--- src/rtl/core/fcq_pkg.sv ---
`default_nettype none

package fcq_pkg;

    localparam int DEPTH_DEF      = 256;
    localparam int DATA_WIDTH_DEF = 32;
    localparam int ITEM_W         = 32;
    localparam int FUNC_W         = 2;
    localparam int CAP_W          = 9;
    localparam int STATUS_W       = 2;
    localparam int CAP_RESET      = 256;

    typedef enum logic [FUNC_W-1:0] {
        FN_ENQ  = 2'd0,
        FN_DEQ  = 2'd1,
        FN_PEEK = 2'd2,
        FN_CLR  = 2'd3
    } t_func;

    typedef enum logic [STATUS_W-1:0] {
        ST_OK    = 2'd0,
        ST_FULL  = 2'd1,
        ST_EMPTY = 2'd2
    } t_status;

    typedef enum logic {
        S_IDLE = 1'b0,
        S_EXEC = 1'b1
    } t_state;

endpackage

`default_nettype wire

--- src/rtl/core/fcq_ctrl.sv ---
`default_nettype none

module fcq_ctrl #(
    parameter int DEPTH      = fcq_pkg::DEPTH_DEF,
    parameter int DATA_WIDTH = fcq_pkg::DATA_WIDTH_DEF
) (
    input  wire logic                          i_clk,
    input  wire logic                          i_rst_n,
    input  wire logic                          start,
    output logic                               busy,
    input  wire logic                          i_cfg_we,
    input  wire logic [fcq_pkg::CAP_W-1:0]     i_cfg_wdata,
    input  wire logic [fcq_pkg::FUNC_W-1:0]    i_func,
    input  wire logic [fcq_pkg::ITEM_W-1:0]    i_item_in,
    output logic                               o_mem_we,
    output logic      [$clog2(DEPTH)-1:0]      o_mem_waddr,
    output logic      [DATA_WIDTH-1:0]         o_mem_wdata,
    output logic      [$clog2(DEPTH)-1:0]      o_mem_raddr,
    input  wire logic [DATA_WIDTH-1:0]         i_mem_rdata,
    output logic                               o_valid,
    output logic      [fcq_pkg::ITEM_W-1:0]    o_item_out,
    output logic      [fcq_pkg::STATUS_W-1:0]  o_status,
    output logic      [fcq_pkg::CAP_W-1:0]     o_fill_count,
    output logic                               o_empty_flag,
    output logic                               o_is_full
);

    localparam int PW        = $clog2(DEPTH);
    localparam int CNT_W     = $clog2(DEPTH + 1);
    localparam int CMP_W     = ((CNT_W > fcq_pkg::CAP_W) ? CNT_W : fcq_pkg::CAP_W) + 1;
    localparam int CAP_INIT  = (fcq_pkg::CAP_RESET > DEPTH) ? DEPTH : fcq_pkg::CAP_RESET;

    fcq_pkg::t_state  r_state, n_state;
    fcq_pkg::t_func   r_func;
    logic [DATA_WIDTH-1:0] r_item;
    logic [PW-1:0]    r_rd_ptr, n_rd_ptr;
    logic [PW-1:0]    r_wr_ptr, n_wr_ptr;
    logic [CNT_W-1:0] r_occ, n_occ;
    logic [CNT_W-1:0] r_cap, n_cap;

    logic                     r_valid;
    logic [fcq_pkg::ITEM_W-1:0] r_item_out;
    fcq_pkg::t_status         r_status;
    logic [fcq_pkg::CAP_W-1:0] r_fill;
    logic                     r_empty;
    logic                     r_full;

    logic             accept;
    logic             ex_we;
    fcq_pkg::t_status ex_status;
    logic [DATA_WIDTH-1:0] ex_item;
    logic [CNT_W-1:0] rd_inc, wr_inc;
    logic [PW-1:0]    rd_adv, wr_adv;
    logic [CMP_W-1:0] cfg_wide;

    assign accept = start && (r_state == fcq_pkg::S_IDLE);

    // Pointers wrap at the capacity by compare.
    assign rd_inc = CNT_W'(r_rd_ptr) + CNT_W'(1);
    assign wr_inc = CNT_W'(r_wr_ptr) + CNT_W'(1);
    assign rd_adv = (rd_inc >= r_cap) ? '0 : PW'(rd_inc);
    assign wr_adv = (wr_inc >= r_cap) ? '0 : PW'(wr_inc);

    // Clamp the written capacity to the range one to DEPTH.
    assign cfg_wide = CMP_W'(i_cfg_wdata);
    always_comb begin
        if (i_cfg_wdata == '0) begin
            n_cap = CNT_W'(1);
        end else if (cfg_wide > CMP_W'(DEPTH)) begin
            n_cap = CNT_W'(DEPTH);
        end else begin
            n_cap = CNT_W'(cfg_wide);
        end
    end

    // Operation on the registered request; memory data reflects r_rd_ptr.
    always_comb begin
        n_rd_ptr  = r_rd_ptr;
        n_wr_ptr  = r_wr_ptr;
        n_occ     = r_occ;
        ex_we     = 1'b0;
        ex_status = fcq_pkg::ST_OK;
        ex_item   = '0;
        case (r_func)
            fcq_pkg::FN_ENQ: begin
                if (r_occ >= r_cap) begin
                    ex_status = fcq_pkg::ST_FULL;
                end else begin
                    ex_we    = 1'b1;
                    n_wr_ptr = wr_adv;
                    n_occ    = r_occ + CNT_W'(1);
                end
            end
            fcq_pkg::FN_DEQ: begin
                if (r_occ == '0) begin
                    ex_status = fcq_pkg::ST_EMPTY;
                end else begin
                    ex_item  = i_mem_rdata;
                    n_rd_ptr = rd_adv;
                    n_occ    = r_occ - CNT_W'(1);
                end
            end
            fcq_pkg::FN_PEEK: begin
                if (r_occ == '0) begin
                    ex_status = fcq_pkg::ST_EMPTY;
                end else begin
                    ex_item = i_mem_rdata;
                end
            end
            default: begin
                n_rd_ptr = r_wr_ptr;
                n_occ    = '0;
            end
        endcase
    end

    always_comb begin
        case (r_state)
            fcq_pkg::S_IDLE: n_state = accept ? fcq_pkg::S_EXEC : fcq_pkg::S_IDLE;
            fcq_pkg::S_EXEC: n_state = fcq_pkg::S_IDLE;
            default:         n_state = fcq_pkg::S_IDLE;
        endcase
    end

    always_comb begin
        busy        = (r_state == fcq_pkg::S_EXEC);
        o_mem_we    = (r_state == fcq_pkg::S_EXEC) && ex_we;
        o_mem_waddr = r_wr_ptr;
        o_mem_wdata = r_item;
        o_mem_raddr = r_rd_ptr;
    end

    always_ff @(posedge i_clk) begin
        if (!i_rst_n) begin
            r_state  <= fcq_pkg::S_IDLE;
            r_rd_ptr <= '0;
            r_wr_ptr <= '0;
            r_occ    <= '0;
            r_cap    <= CNT_W'(CAP_INIT);
            r_valid  <= 1'b0;
        end else begin
            r_state <= n_state;
            r_valid <= (r_state == fcq_pkg::S_EXEC);
            if (i_cfg_we) begin
                r_cap    <= n_cap;
                r_rd_ptr <= '0;
                r_wr_ptr <= '0;
                r_occ    <= '0;
            end else if (r_state == fcq_pkg::S_EXEC) begin
                r_rd_ptr <= n_rd_ptr;
                r_wr_ptr <= n_wr_ptr;
                r_occ    <= n_occ;
            end
        end
    end

    // Hold the request payload and the result payload.
    always_ff @(posedge i_clk) begin
        if (accept) begin
            r_func <= fcq_pkg::t_func'(i_func);
            r_item <= DATA_WIDTH'(i_item_in);
        end
        if (r_state == fcq_pkg::S_EXEC) begin
            r_item_out <= fcq_pkg::ITEM_W'(ex_item);
            r_status   <= ex_status;
            r_fill     <= fcq_pkg::CAP_W'(n_occ);
            r_empty    <= (n_occ == '0);
            r_full     <= (n_occ == r_cap);
        end
    end

    assign o_valid      = r_valid;
    assign o_item_out   = r_item_out;
    assign o_status     = r_status;
    assign o_fill_count = r_fill;
    assign o_empty_flag = r_empty;
    assign o_is_full    = r_full;

endmodule

`default_nettype wire

--- config.mk ---
export PLATFORM = sky130hd
export DESIGN_NAME = fcq_ctrl
export DESIGN_NICKNAME = d
export VERILOG_FILES = /design/src/rtl/core/fcq_pkg.sv /design/src/rtl/core/fcq_ctrl.sv
export SDC_FILE = /design/constraint.sdc
export NUM_CORES = 1
export LEC_CHECK = 0
export BUFFER_PORTS_ARGS = -buffer_cell sky130_fd_sc_hd__clkbuf_2
export CORE_ASPECT_RATIO = 0.8
export CORE_MARGIN = 8
export CORE_UTILIZATION = 45
export DETAILED_ROUTE_END_ITERATION = 7
export GPL_TIMING_DRIVEN = 0
export PLACE_DENSITY = 0.79
export SLEW_MARGIN = 20
export SYNTH_ARGS = -nofsm -noshare
export SYNTH_HDL_FRONTEND = slang
export SYNTH_SLANG_ARGS = --single-unit
--- constraint.sdc ---
create_clock -name i_clk -period 4.1 [get_ports i_clk]
set_input_delay 0.82 -clock i_clk [delete_from_list [all_inputs] [get_ports i_clk]]
set_output_delay 0.82 -clock i_clk [all_outputs]
set_load 0.005 [all_outputs]
==> flow_summary.json, run 1 <==
{
  "fillers": 1084,
  "period_needed_ns": 3.93,
  "worst_r2r_path_depth": 11,
  "utilization_pct": 59.4,
  "area.growth.synth_to_final_pct": 28.4,
  "slew_violations": 0,
  "initial_core_util_pct": 46.3,
  "holdPathStages": 2,
  "crit_arrival_ns": 3.11,
  "dr.pass1.iters": 5,
  "dp_worst_setup_slack_ns": 0.360,
  "yosysTopAreaCellShare_pct": 39.5,
  "crit_buf_inv": 4,
  "worst_pin_slew_ns": 0.822,
  "synth_area_leaders": "edfxtp_1, dfxtp_1, ha_1, and3_1, nand2_1",
  "core_area_um2": 13000,
  "die_w_um": 145,
  "synth_top_cell_by_area": "edfxtp_1",
  "finalHoldViolCount": 0,
  "drtIter0Drc": 384,
  "grt_max_degree": 54,
  "path_cells": "inv_1 -> ha_1 -> and4_4 -> and3_1 -> a21o_1 -> buf_2 -> nor2_1 -> nand3_1 -> inv_1 -> clkbuf_2",
  "antenna_found_initial": 0,
  "tritoncts": "yes",
  "track_usage_pct": 20.0,
  "crit_top_cell": "inv_1",
  "postCtsSetupBuffers": 0,
  "ant_nets": 0,
  "multi_input_area_um2": 2660,
  "critPathCaptureType": "output pin",
  "die_h_um": 119,
  "p_per_area_nw_per_um2": 391,
  "cts_made_buffers": 17,
  "cp_max_fo": 10,
  "clkLatencyLatePin_ns": 0.41,
  "critPathTopFamily": "simple AND/OR/NAND/NOR gates",
  "ioPinCount": 175,
  "clock_skew_ns": 0.00836,
  "startpoint_type": "register",
  "cts_sinks": 115,
  "synthArstFlopShare_pct": 0,
  "setup_tns_ns": 0,
  "drive_gt1_share_pct": 30.5,
  "drc": 0,
  "vdd_ir_drop_max_mv": 0.432,
  "nNetsFinal": 865,
  "placementRows": 37,
  "htreeDepth": 4,
  "seqCellArea_um2": 3100,
  "cp_slowest_cell": "dfxtp_1",
  "setup_viol": 0,
  "total_power_mw": 3.01,
  "relSlewSlack_pct": 45.2,
  "synth-seq-cells": 115,
  "grt_overflow": 0,
  "hp-class": "reg2reg",
  "setup_ws_ns": 0.168,
  "syn_area_um2": 6000,
  "cp.depth": 10,
  "crit_path_max_incr_delay_ns": 0.48,
  "synthesis.nets": 672,
  "drt-vias-per-instance": 5.64,
  "post_drt_wl_per_cell_um": 18.8,
  "postSynthAreaPerCell_um2": 10.8,
  "rsz0062_at_grt": "no",
  "gp_congestion": 0.892,
  "status": "finished clean",
  "ctsResizeCount": 0,
  "synth.distinct_cells": 70,
  "p_leak_nw": 3.43,
  "synthFlopType": "edfxtp_1",
  "ys_warn_count": 0,
  "hold_buffers": 0,
  "antenna_cells": 0,
  "synthCells": 558,
  "io_buffers": 173,
  "fin_crit_sh_pct": 95.9,
  "wl_um": 17600,
  "max_freq_mhz": 254,
  "synth_edf_count": 79,
  "grt_pass1_wl_um": 28100,
  "drv_cap": 0,
  "die-area_um2": 17300,
  "clkSlewWorstSetupHoldPaths_ns": 0.06,
  "path_class": "reg2out",
  "worstPathRequired_ns": 3.28,
  "num_vias": 5296,
  "clock_path_buffers": 2,
  "yosysSeqAreaShare_pct": 51.6,
  "ctsRootBufferMaster": "clkbuf_16",
  "grt_pass1_vias": 5417,
  "dp_hpwl_um": 13400
}
## sequential cells by signal (all words and copies together) (netlist names)
name,count
busy,1
o_status,2
o_fill_count,9
o_is_full,1
r_cap,9
o_mem_wdata,32
r_func,2
o_mem_waddr,8
o_mem_raddr,8
o_item_out,32
r_occ,9
o_empty_flag,1
o_valid,1
## synthesized netlist by cell type (all sizes together) (3+ instances only)
cell type	count
nand3	20
ha	35
o22ai	7
a221oi	4
xor2	5
a211oi	5
o21ai	30
nor3	10
a32oi	3
or3	5
a31oi	8
a21o	11
dfxtp	36
mux2i	7
nand2	36
clkbuf	24
o21a	5
inv	24
nor2	23
o2111ai	3
nand2b	8
nor4	11
nand4	4
nor2b	8
xnor2	11
a21oi	21
nor3b	4
and3	46
or4	6
buf	7
a2111oi	3
and2	16
edfxtp	79
## final timing paths
kind                                startpoint        endpoint  slack, ns
worst max-delay path                  r_cap[8]        o_mem_we       0.17
worst min-delay path            o_mem_waddr[4]  o_mem_waddr[4]       0.55
worst max register to register        r_cap[8]       o_is_full       0.21
worst min register to register  o_mem_waddr[4]  o_mem_waddr[4]       0.55
## power by group
part	internal [mW]	total, mW	switching (mW)
Sequential	1.29	1.31	0.0273
Clock	0.901	1.45	0.552
Combinational	0.103	0.244	0.140
Total	2.29	3.01	0.719
## worst min-delay path, stage by stage (launching register included)
cell and delay (ns):
dfxtp_1 0.38, nand2_1 0.08, nand2_1 0.04
## layout by cell type, fill, tap and decap left out, types with 5 or more instances in the layout
master	count
dfxtp_1	35
and2_1	14
clkinv_4	6
nor3_1	9
o21ai_0	25
clkbuf_1	21
nor2_1	23
mux2i_1	7
nor2b_1	7
a211oi_1	5
and3_1	44
edfxtp_1	79
or3_1	5
o21a_1	5
inv_1	24
a21oi_1	20
or4_1	5
a21o_1	11
clkbuf_2	175
xor2_1	5
nand3_1	20
nand2_1	36
nand2b_1	8
xnor2_1	11
a31oi_1	8
nor4_1	10
o22ai_1	7
clkbuf_16	17
ha_1	35
## through the flow
stage | instances | hold WS, ns | cell area (um2)
floorplan | 558 | 0.478 | 6000
detailed placement | 907 | 0.545 | 7120
finish | 939 | 0.552 | 7700
CTS | 939 | 0.552 | 7700
global placement | 906 | 0.511 | 7080
global route | 939 | 0.559 | 7700
## logic make-up (layout without fill, tap and decap cells)
kind of cell | Yosys count | count (layout) | share of synthesized area (%)
AND/OR/NAND/NOR | 206 | 206 | 19.4
flip-flops | 115 | 115 | 51.6
XOR/XNOR | 16 | 16 | 2.34
adder cells (fa/ha/maj) | 35 | 35 | 7.30
AO/OA/AOI/OAI | 120 | 120 | 13.6
multiplexers | 9 | 9 | 1.54
buffers and inverters | 57 | 263 | 4.28
## routing by layer
layer	global-route usage, %	routed length, um	up-vias
met4	6.49	260	0
met2	32.6	8160	285
li1	-	-	2495
met3	7.45	1890	27
met5	0	0	-
met1	24.1	7300	2489
## area by class of cell
type | instances | share of cell area [%]
plain buffers | 31 | 2.06
clock buffers | 18 | 5.57
clock inverters | 14 | 2.05
inverters | 26 | 1.27
multi-input cells | 386 | 34.5
flip-flops and latches | 115 | 40.2
well taps | 175 | 2.84
repair buffers | 174 | 11.5
(Power assumes the default switching activity.)
==> inputs of run 2 (changes only) <==
--- a/config.mk
+++ b/config.mk
@@ -7,7 +7,7 @@
 export LEC_CHECK = 0
 export BUFFER_PORTS_ARGS = -buffer_cell sky130_fd_sc_hd__clkbuf_2
 export CORE_ASPECT_RATIO = 0.8
-export CORE_MARGIN = 8
+export CORE_MARGIN = 2
 export CORE_UTILIZATION = 45
 export DETAILED_ROUTE_END_ITERATION = 7
 export GPL_TIMING_DRIVEN = 0
==> flow_summary.json, run 2 (same netlist as run 1, synthesis figures left out) <==
{
  "crit_top_cell": "inv_1",
  "path_class": "reg2out",
  "dr.pass1.iters": 5,
  "critPathCaptureType": "output pin",
  "cts_made_buffers": 17,
  "clkLatencyLatePin_ns": 0.41,
  "fin_crit_sh_pct": 94.7,
  "switchingPower_mw": 0.714,
  "status": "finished clean",
  "nNetsFinal": 866,
  "finalHoldViolCount": 0,
  "r2r_slack_ns": 0.41,
  "postCtsSetupBuffers": 0,
  "worst_pin_slew_ns": 0.858,
  "pwr-share-clk_pct": 49.2,
  "wl_um": 16500,
  "startpoint_type": "register",
  "ctsRootBufferMaster": "clkbuf_16",
  "drc": 0,
  "multi_input_area_um2": 2660,
  "utilization_pct": 59.9,
  "post_drt_wl_per_cell_um": 17.5,
  "initial_core_util_pct": 46.4,
  "track_usage_pct": 23.0,
  "io_buffers": 173,
  "period_needed_ns": 3.88,
  "p_int_mw": 2.35,
  "slew_violations": 0,
  "crit_arrival_ns": 3.06,
  "grt_pass1_wl_um": 25800,
  "ioPinCount": 175,
  "drtIter0Drc": 411,
  "gp_congestion": 0.982,
  "hold_buffers": 0,
  "seqCellArea_um2": 3090,
  "grt_overflow": 0,
  "drv_cap": 0,
  "cts_sinks": 115,
  "die-area_um2": 14300,
  "final_common_cell": "clkbuf_2",
  "grt_pass1_vias": 5076,
  "clkSlewWorstSetupHoldPaths_ns": 0.06,
  "placementRows": 37,
  "sw_frac_of_total_pct": 23.3,
  "relSlewSlack_pct": 42.8,
  "layout_common_cells": "clkbuf_2, edfxtp_1, and3_1",
  "vdd_ir_drop_max_mv": 0.359,
  "ant_nets": 0,
  "path_cells": "inv_1 -> ha_1 -> and4_4 -> and3_1 -> a21o_1 -> buf_2 -> nor2_2 -> nand3_1 -> inv_1 -> clkbuf_2",
  "core_area_um2": 12900,
  "total_power_mw": 3.07,
  "die_w_um": 133,
  "finalInstanceArea_um2": 7740,
  "tritoncts": "yes",
  "drive_gt1_share_pct": 30.7,
  "place_area_um2": 7130,
  "setup_viol": 0,
  "rsz0062_at_grt": "no",
  "crit_path_max_incr_delay_ns": 0.52,
  "comb_power_share_pct": 8.1,
  "antenna_found_initial": 0,
  "fillers": 1112,
  "ctsResizeCount": 0,
  "max_freq_mhz": 258,
  "antenna_cells": 0,
  "cp_slowest_cell": "dfxtp_1",
  "clock_path_buffers": 2,
  "p_per_area_nw_per_um2": 396,
  "area.growth.synth_to_final_pct": 29.1,
  "dp_hpwl_um": 12500,
  "p_leak_nw": 3.44,
  "die_h_um": 107,
  "drt-vias-per-instance": 5.58,
  "htreeDepth": 4,
  "worstPathRequired_ns": 3.28,
  "grt_max_degree": 32,
  "setup_tns_ns": 0,
  "cp_max_fo": 10,
  "clock_skew_ns": 0.0105,
  "p_seq_share_pct": 42.7,
  "num_vias": 5241,
  "hp-class": "reg2reg"
}
[run 2: power groups by stage]
stage                     combinational, mW  sequential (mW)  clock, mW
after floorplan                       0.114             1.34          0
after global placement                0.228             1.34          0
after detailed placement              0.247             1.33          0
after CTS                             0.249             1.31       1.53
after global routing                  0.273             1.31       1.58
final                                 0.249             1.31       1.51
[run 2: per-layer routing]
layer	routed length [um]	global-route usage [%]	vias to the layer above
met5	0	0	-
met4	130	6.16	0
met3	1250	5.65	22
met2	7770	37.5	241
met1	7340	30.9	2488
li1	-	-	2490
[run 2: worst max-delay path, delay by kind of cell, from the launching register on]
kind	cells	cell delay [ns]
AO/OA/AOI/OAI	1	0.21
adder cells (fa/ha/maj)	1	0.35
buffers and inverters	4	0.70
flip-flops	1	0.52
AND/OR/NAND/NOR	4	0.86
[run 2: path summary, 6_finish.rpt]
check | from | endpoint | cells after the start
worst min-delay path | o_mem_waddr[7] | o_mem_waddr[7] | 2
worst min register to register | o_mem_waddr[7] | o_mem_waddr[7] | 2
worst max-delay path | r_cap[8] | o_mem_we | 10
worst max register to register | r_cap[8] | o_is_full | 10
[run 2: layout make-up]
| type | instances | share of cell area [%] |
|---|---|---|
| Tap cell | 175 | 2.83 |
| Sequential cell | 115 | 40.0 |
| Clock buffer | 18 | 5.54 |
| Multi-Input combinational cell | 386 | 34.4 |
| Buffer | 31 | 2.05 |
| Clock inverter | 14 | 2.29 |
| Inverter | 26 | 1.26 |
| Timing Repair Buffer | 175 | 11.7 |
[run 2: stage by stage]
stage	std cells	setup slack [ns]	hold slack, ns
after floorplan	558	1.02	0.478
after global placement	906	0.148	0.499
after detailed placement	908	0.448	0.486
after CTS	940	0.181	0.500
after global routing	940	0.0894	0.516
final	940	0.219	0.499
==> inputs of run 3 (changes only) <==
--- a/config.mk
+++ b/config.mk
@@ -11,7 +11,8 @@
 export CORE_UTILIZATION = 45
 export DETAILED_ROUTE_END_ITERATION = 7
 export GPL_TIMING_DRIVEN = 0
-export PLACE_DENSITY = 0.79
+export PLACE_DENSITY = 0.75
+export REMOVE_ABC_BUFFERS = 1
 export SLEW_MARGIN = 20
 export SYNTH_ARGS = -nofsm -noshare
 export SYNTH_HDL_FRONTEND = slang
==> flow_summary.json, run 3 (same netlist as run 1, synthesis figures left out) <==
{
  "drc": 0,
  "r2r_end": "o_empty_flag",
  "crit_top_cell": "inv_1",
  "max_freq_mhz": 258,
  "relSlewSlack_pct": 37.3,
  "critPathTopFamily": "simple AND/OR/NAND/NOR gates",
  "setup_ws_ns": 0.217,
  "crit_buf_inv": 3,
  "clkSlewWorstSetupHoldPaths_ns": 0.06,
  "core_area_um2": 12900,
  "min-delay-start": "o_mem_waddr[4]",
  "area.growth.synth_to_final_pct": 26.4,
  "startpoint_type": "register",
  "grt_pass1_vias": 4839,
  "seqCellArea_um2": 3100,
  "grt_pass1_wl_um": 24300,
  "layout_common_cells": "clkbuf_2, edfxtp_1, and3_1",
  "drtIter0Drc": 417,
  "drive_gt1_share_pct": 30.5,
  "hold_end": "o_mem_waddr[4]",
  "utilization_pct": 58.7,
  "die_w_um": 133,
  "fillers": 1095,
  "period_needed_ns": 3.88,
  "track_usage_pct": 21.5,
  "cp_slowest_cell": "dfxtp_1",
  "finalInstanceArea_um2": 7580,
  "place_area_um2": 7000,
  "status": "finished clean",
  "multi_input_area_um2": 2670,
  "final_common_cell": "clkbuf_2",
  "ctsRootBufferMaster": "clkbuf_16",
  "wl_um": 15500,
  "path_cells": "inv_1 -> ha_1 -> and4_4 -> and3_1 -> a21o_1 -> nor2_1 -> nand3_1 -> inv_1 -> clkbuf_2",
  "r2r_start": "r_cap[8]",
  "vdd_ir_drop_max_mv": 0.318,
  "holdPathStages": 2,
  "worst_pin_slew_ns": 0.939,
  "postCtsSetupBuffers": 0,
  "die_h_um": 107,
  "num_vias": 5089,
  "grt_overflow": 0,
  "crit_path_max_incr_delay_ns": 0.50,
  "hp-class": "reg2reg",
  "critPathCaptureType": "output pin",
  "clock_path_buffers": 2,
  "setup_viol": 0,
  "p_per_area_nw_per_um2": 389,
  "cts_made_buffers": 17,
  "dp_hpwl_um": 11200,
  "post_drt_wl_per_cell_um": 17.0,
  "slew_violations": 0,
  "drv_cap": 0,
  "clkLatencyLatePin_ns": 0.40,
  "dr.pass1.iters": 5,
  "drt-vias-per-instance": 5.59,
  "worst_r2r_path_depth": 10,
  "fin_crit_sh_pct": 94.7,
  "r2r_slack_ns": 0.32,
  "htreeDepth": 4,
  "tritoncts": "yes",
  "nNetsFinal": 836,
  "finalHoldViolCount": 0,
  "fin_cells": 910,
  "rsz0062_at_grt": "no",
  "ioPinCount": 175,
  "cts_sinks": 115,
  "path_class": "reg2out",
  "antenna_found_initial": 0,
  "placementRows": 37,
  "cp_max_fo": 12,
  "crit_arrival_ns": 3.06,
  "initial_core_util_pct": 46.4,
  "p_leak_nw": 3.37,
  "gp_congestion": 0.886,
  "placedCellCount": 878,
  "clock_skew_ns": 0.0111,
  "dp_worst_setup_slack_ns": -0.0385,
  "antenna_cells": 0,
  "grt_max_degree": 55,
  "ant_nets": 0,
  "worstPathRequired_ns": 3.28,
  "io_buffers": 174,
  "die-area_um2": 14300
}
-- run 3: changes by cell type in the layout (fill, tap and decap cells not counted), moves of 2 or more --
cell	delta
buf_6	-2
buf_2	-4
clkbuf_1	-20
clkinv_1	+3
buf_16	+2
inv_6	-2
clkbuf_8	-2
buf_12	-2
-- run 3: per-stage QoR --
stage | total power [mW] | setup TNS [ns] | hold WS (ns)
finish | 2.95 | 0 | 0.537
floorplan | 1.44 | 0 | 0.478
global route | 3.06 | 0 | 0.564
detailed placement | 1.57 | -0.0771 | 0.520
global placement | 1.56 | -7.41 | 0.510
CTS | 2.98 | 0 | 0.535
-- run 3: per-layer routing --
layer	routed length, um	part of all wire (%)	global-route usage (%)	up-vias
met3	1260	8.1	5.37	13
li1	-	-	-	2437
met2	7370	48	35.3	247
met1	6710	43	28.2	2392
met5	0	0	0	-
met4	116	0.75	6.91	0
-- run 3: what timing repair did --
action,CTS,global route
hold buffers,0,0
resized for setup,1,2
cloned,0,0
endpoints found under the setup margin,2,2
-- run 3: report_power, final --
| group | leakage (nW) | switching [mW] | total [mW] | internal, mW |
|---|---|---|---|---|
| logic | 2.04 | 0.139 | 0.242 | 0.103 |
| clock network | 0.269 | 0.515 | 1.40 | 0.889 |
| registers | 1.06 | 0.0200 | 1.31 | 1.29 |
-- run 3: worst register-to-register path: cells and delay by family, from the launching register on --
family / cells / cell delay, ns
compound gates: 2 / 0.93
simple gates: 6 / 1.68
flops: 1 / 0.50
buf+inv: 1 / 0.16
fa+ha+maj: 1 / 0.34
-- run 3: cell type report --
class                   count  area share (%)
flip-flops and latches    115            40.8
multi-input cells         386            35.3
repair buffers            176            12.2
clock buffers              18            5.66
well taps                 175            2.89
clock inverters            14            1.83
inverters                  26            1.29
-- run 3: how the worst max path moves through the flow --
stage,from,to,cells after the start
after detailed placement,r_occ[0],o_empty_flag,10
final,r_cap[8],o_mem_we,9
after global placement,busy,busy,2
after floorplan,busy,busy,2
after global routing,r_cap[8],o_mem_we,9
after CTS,r_occ[0],o_is_full,10
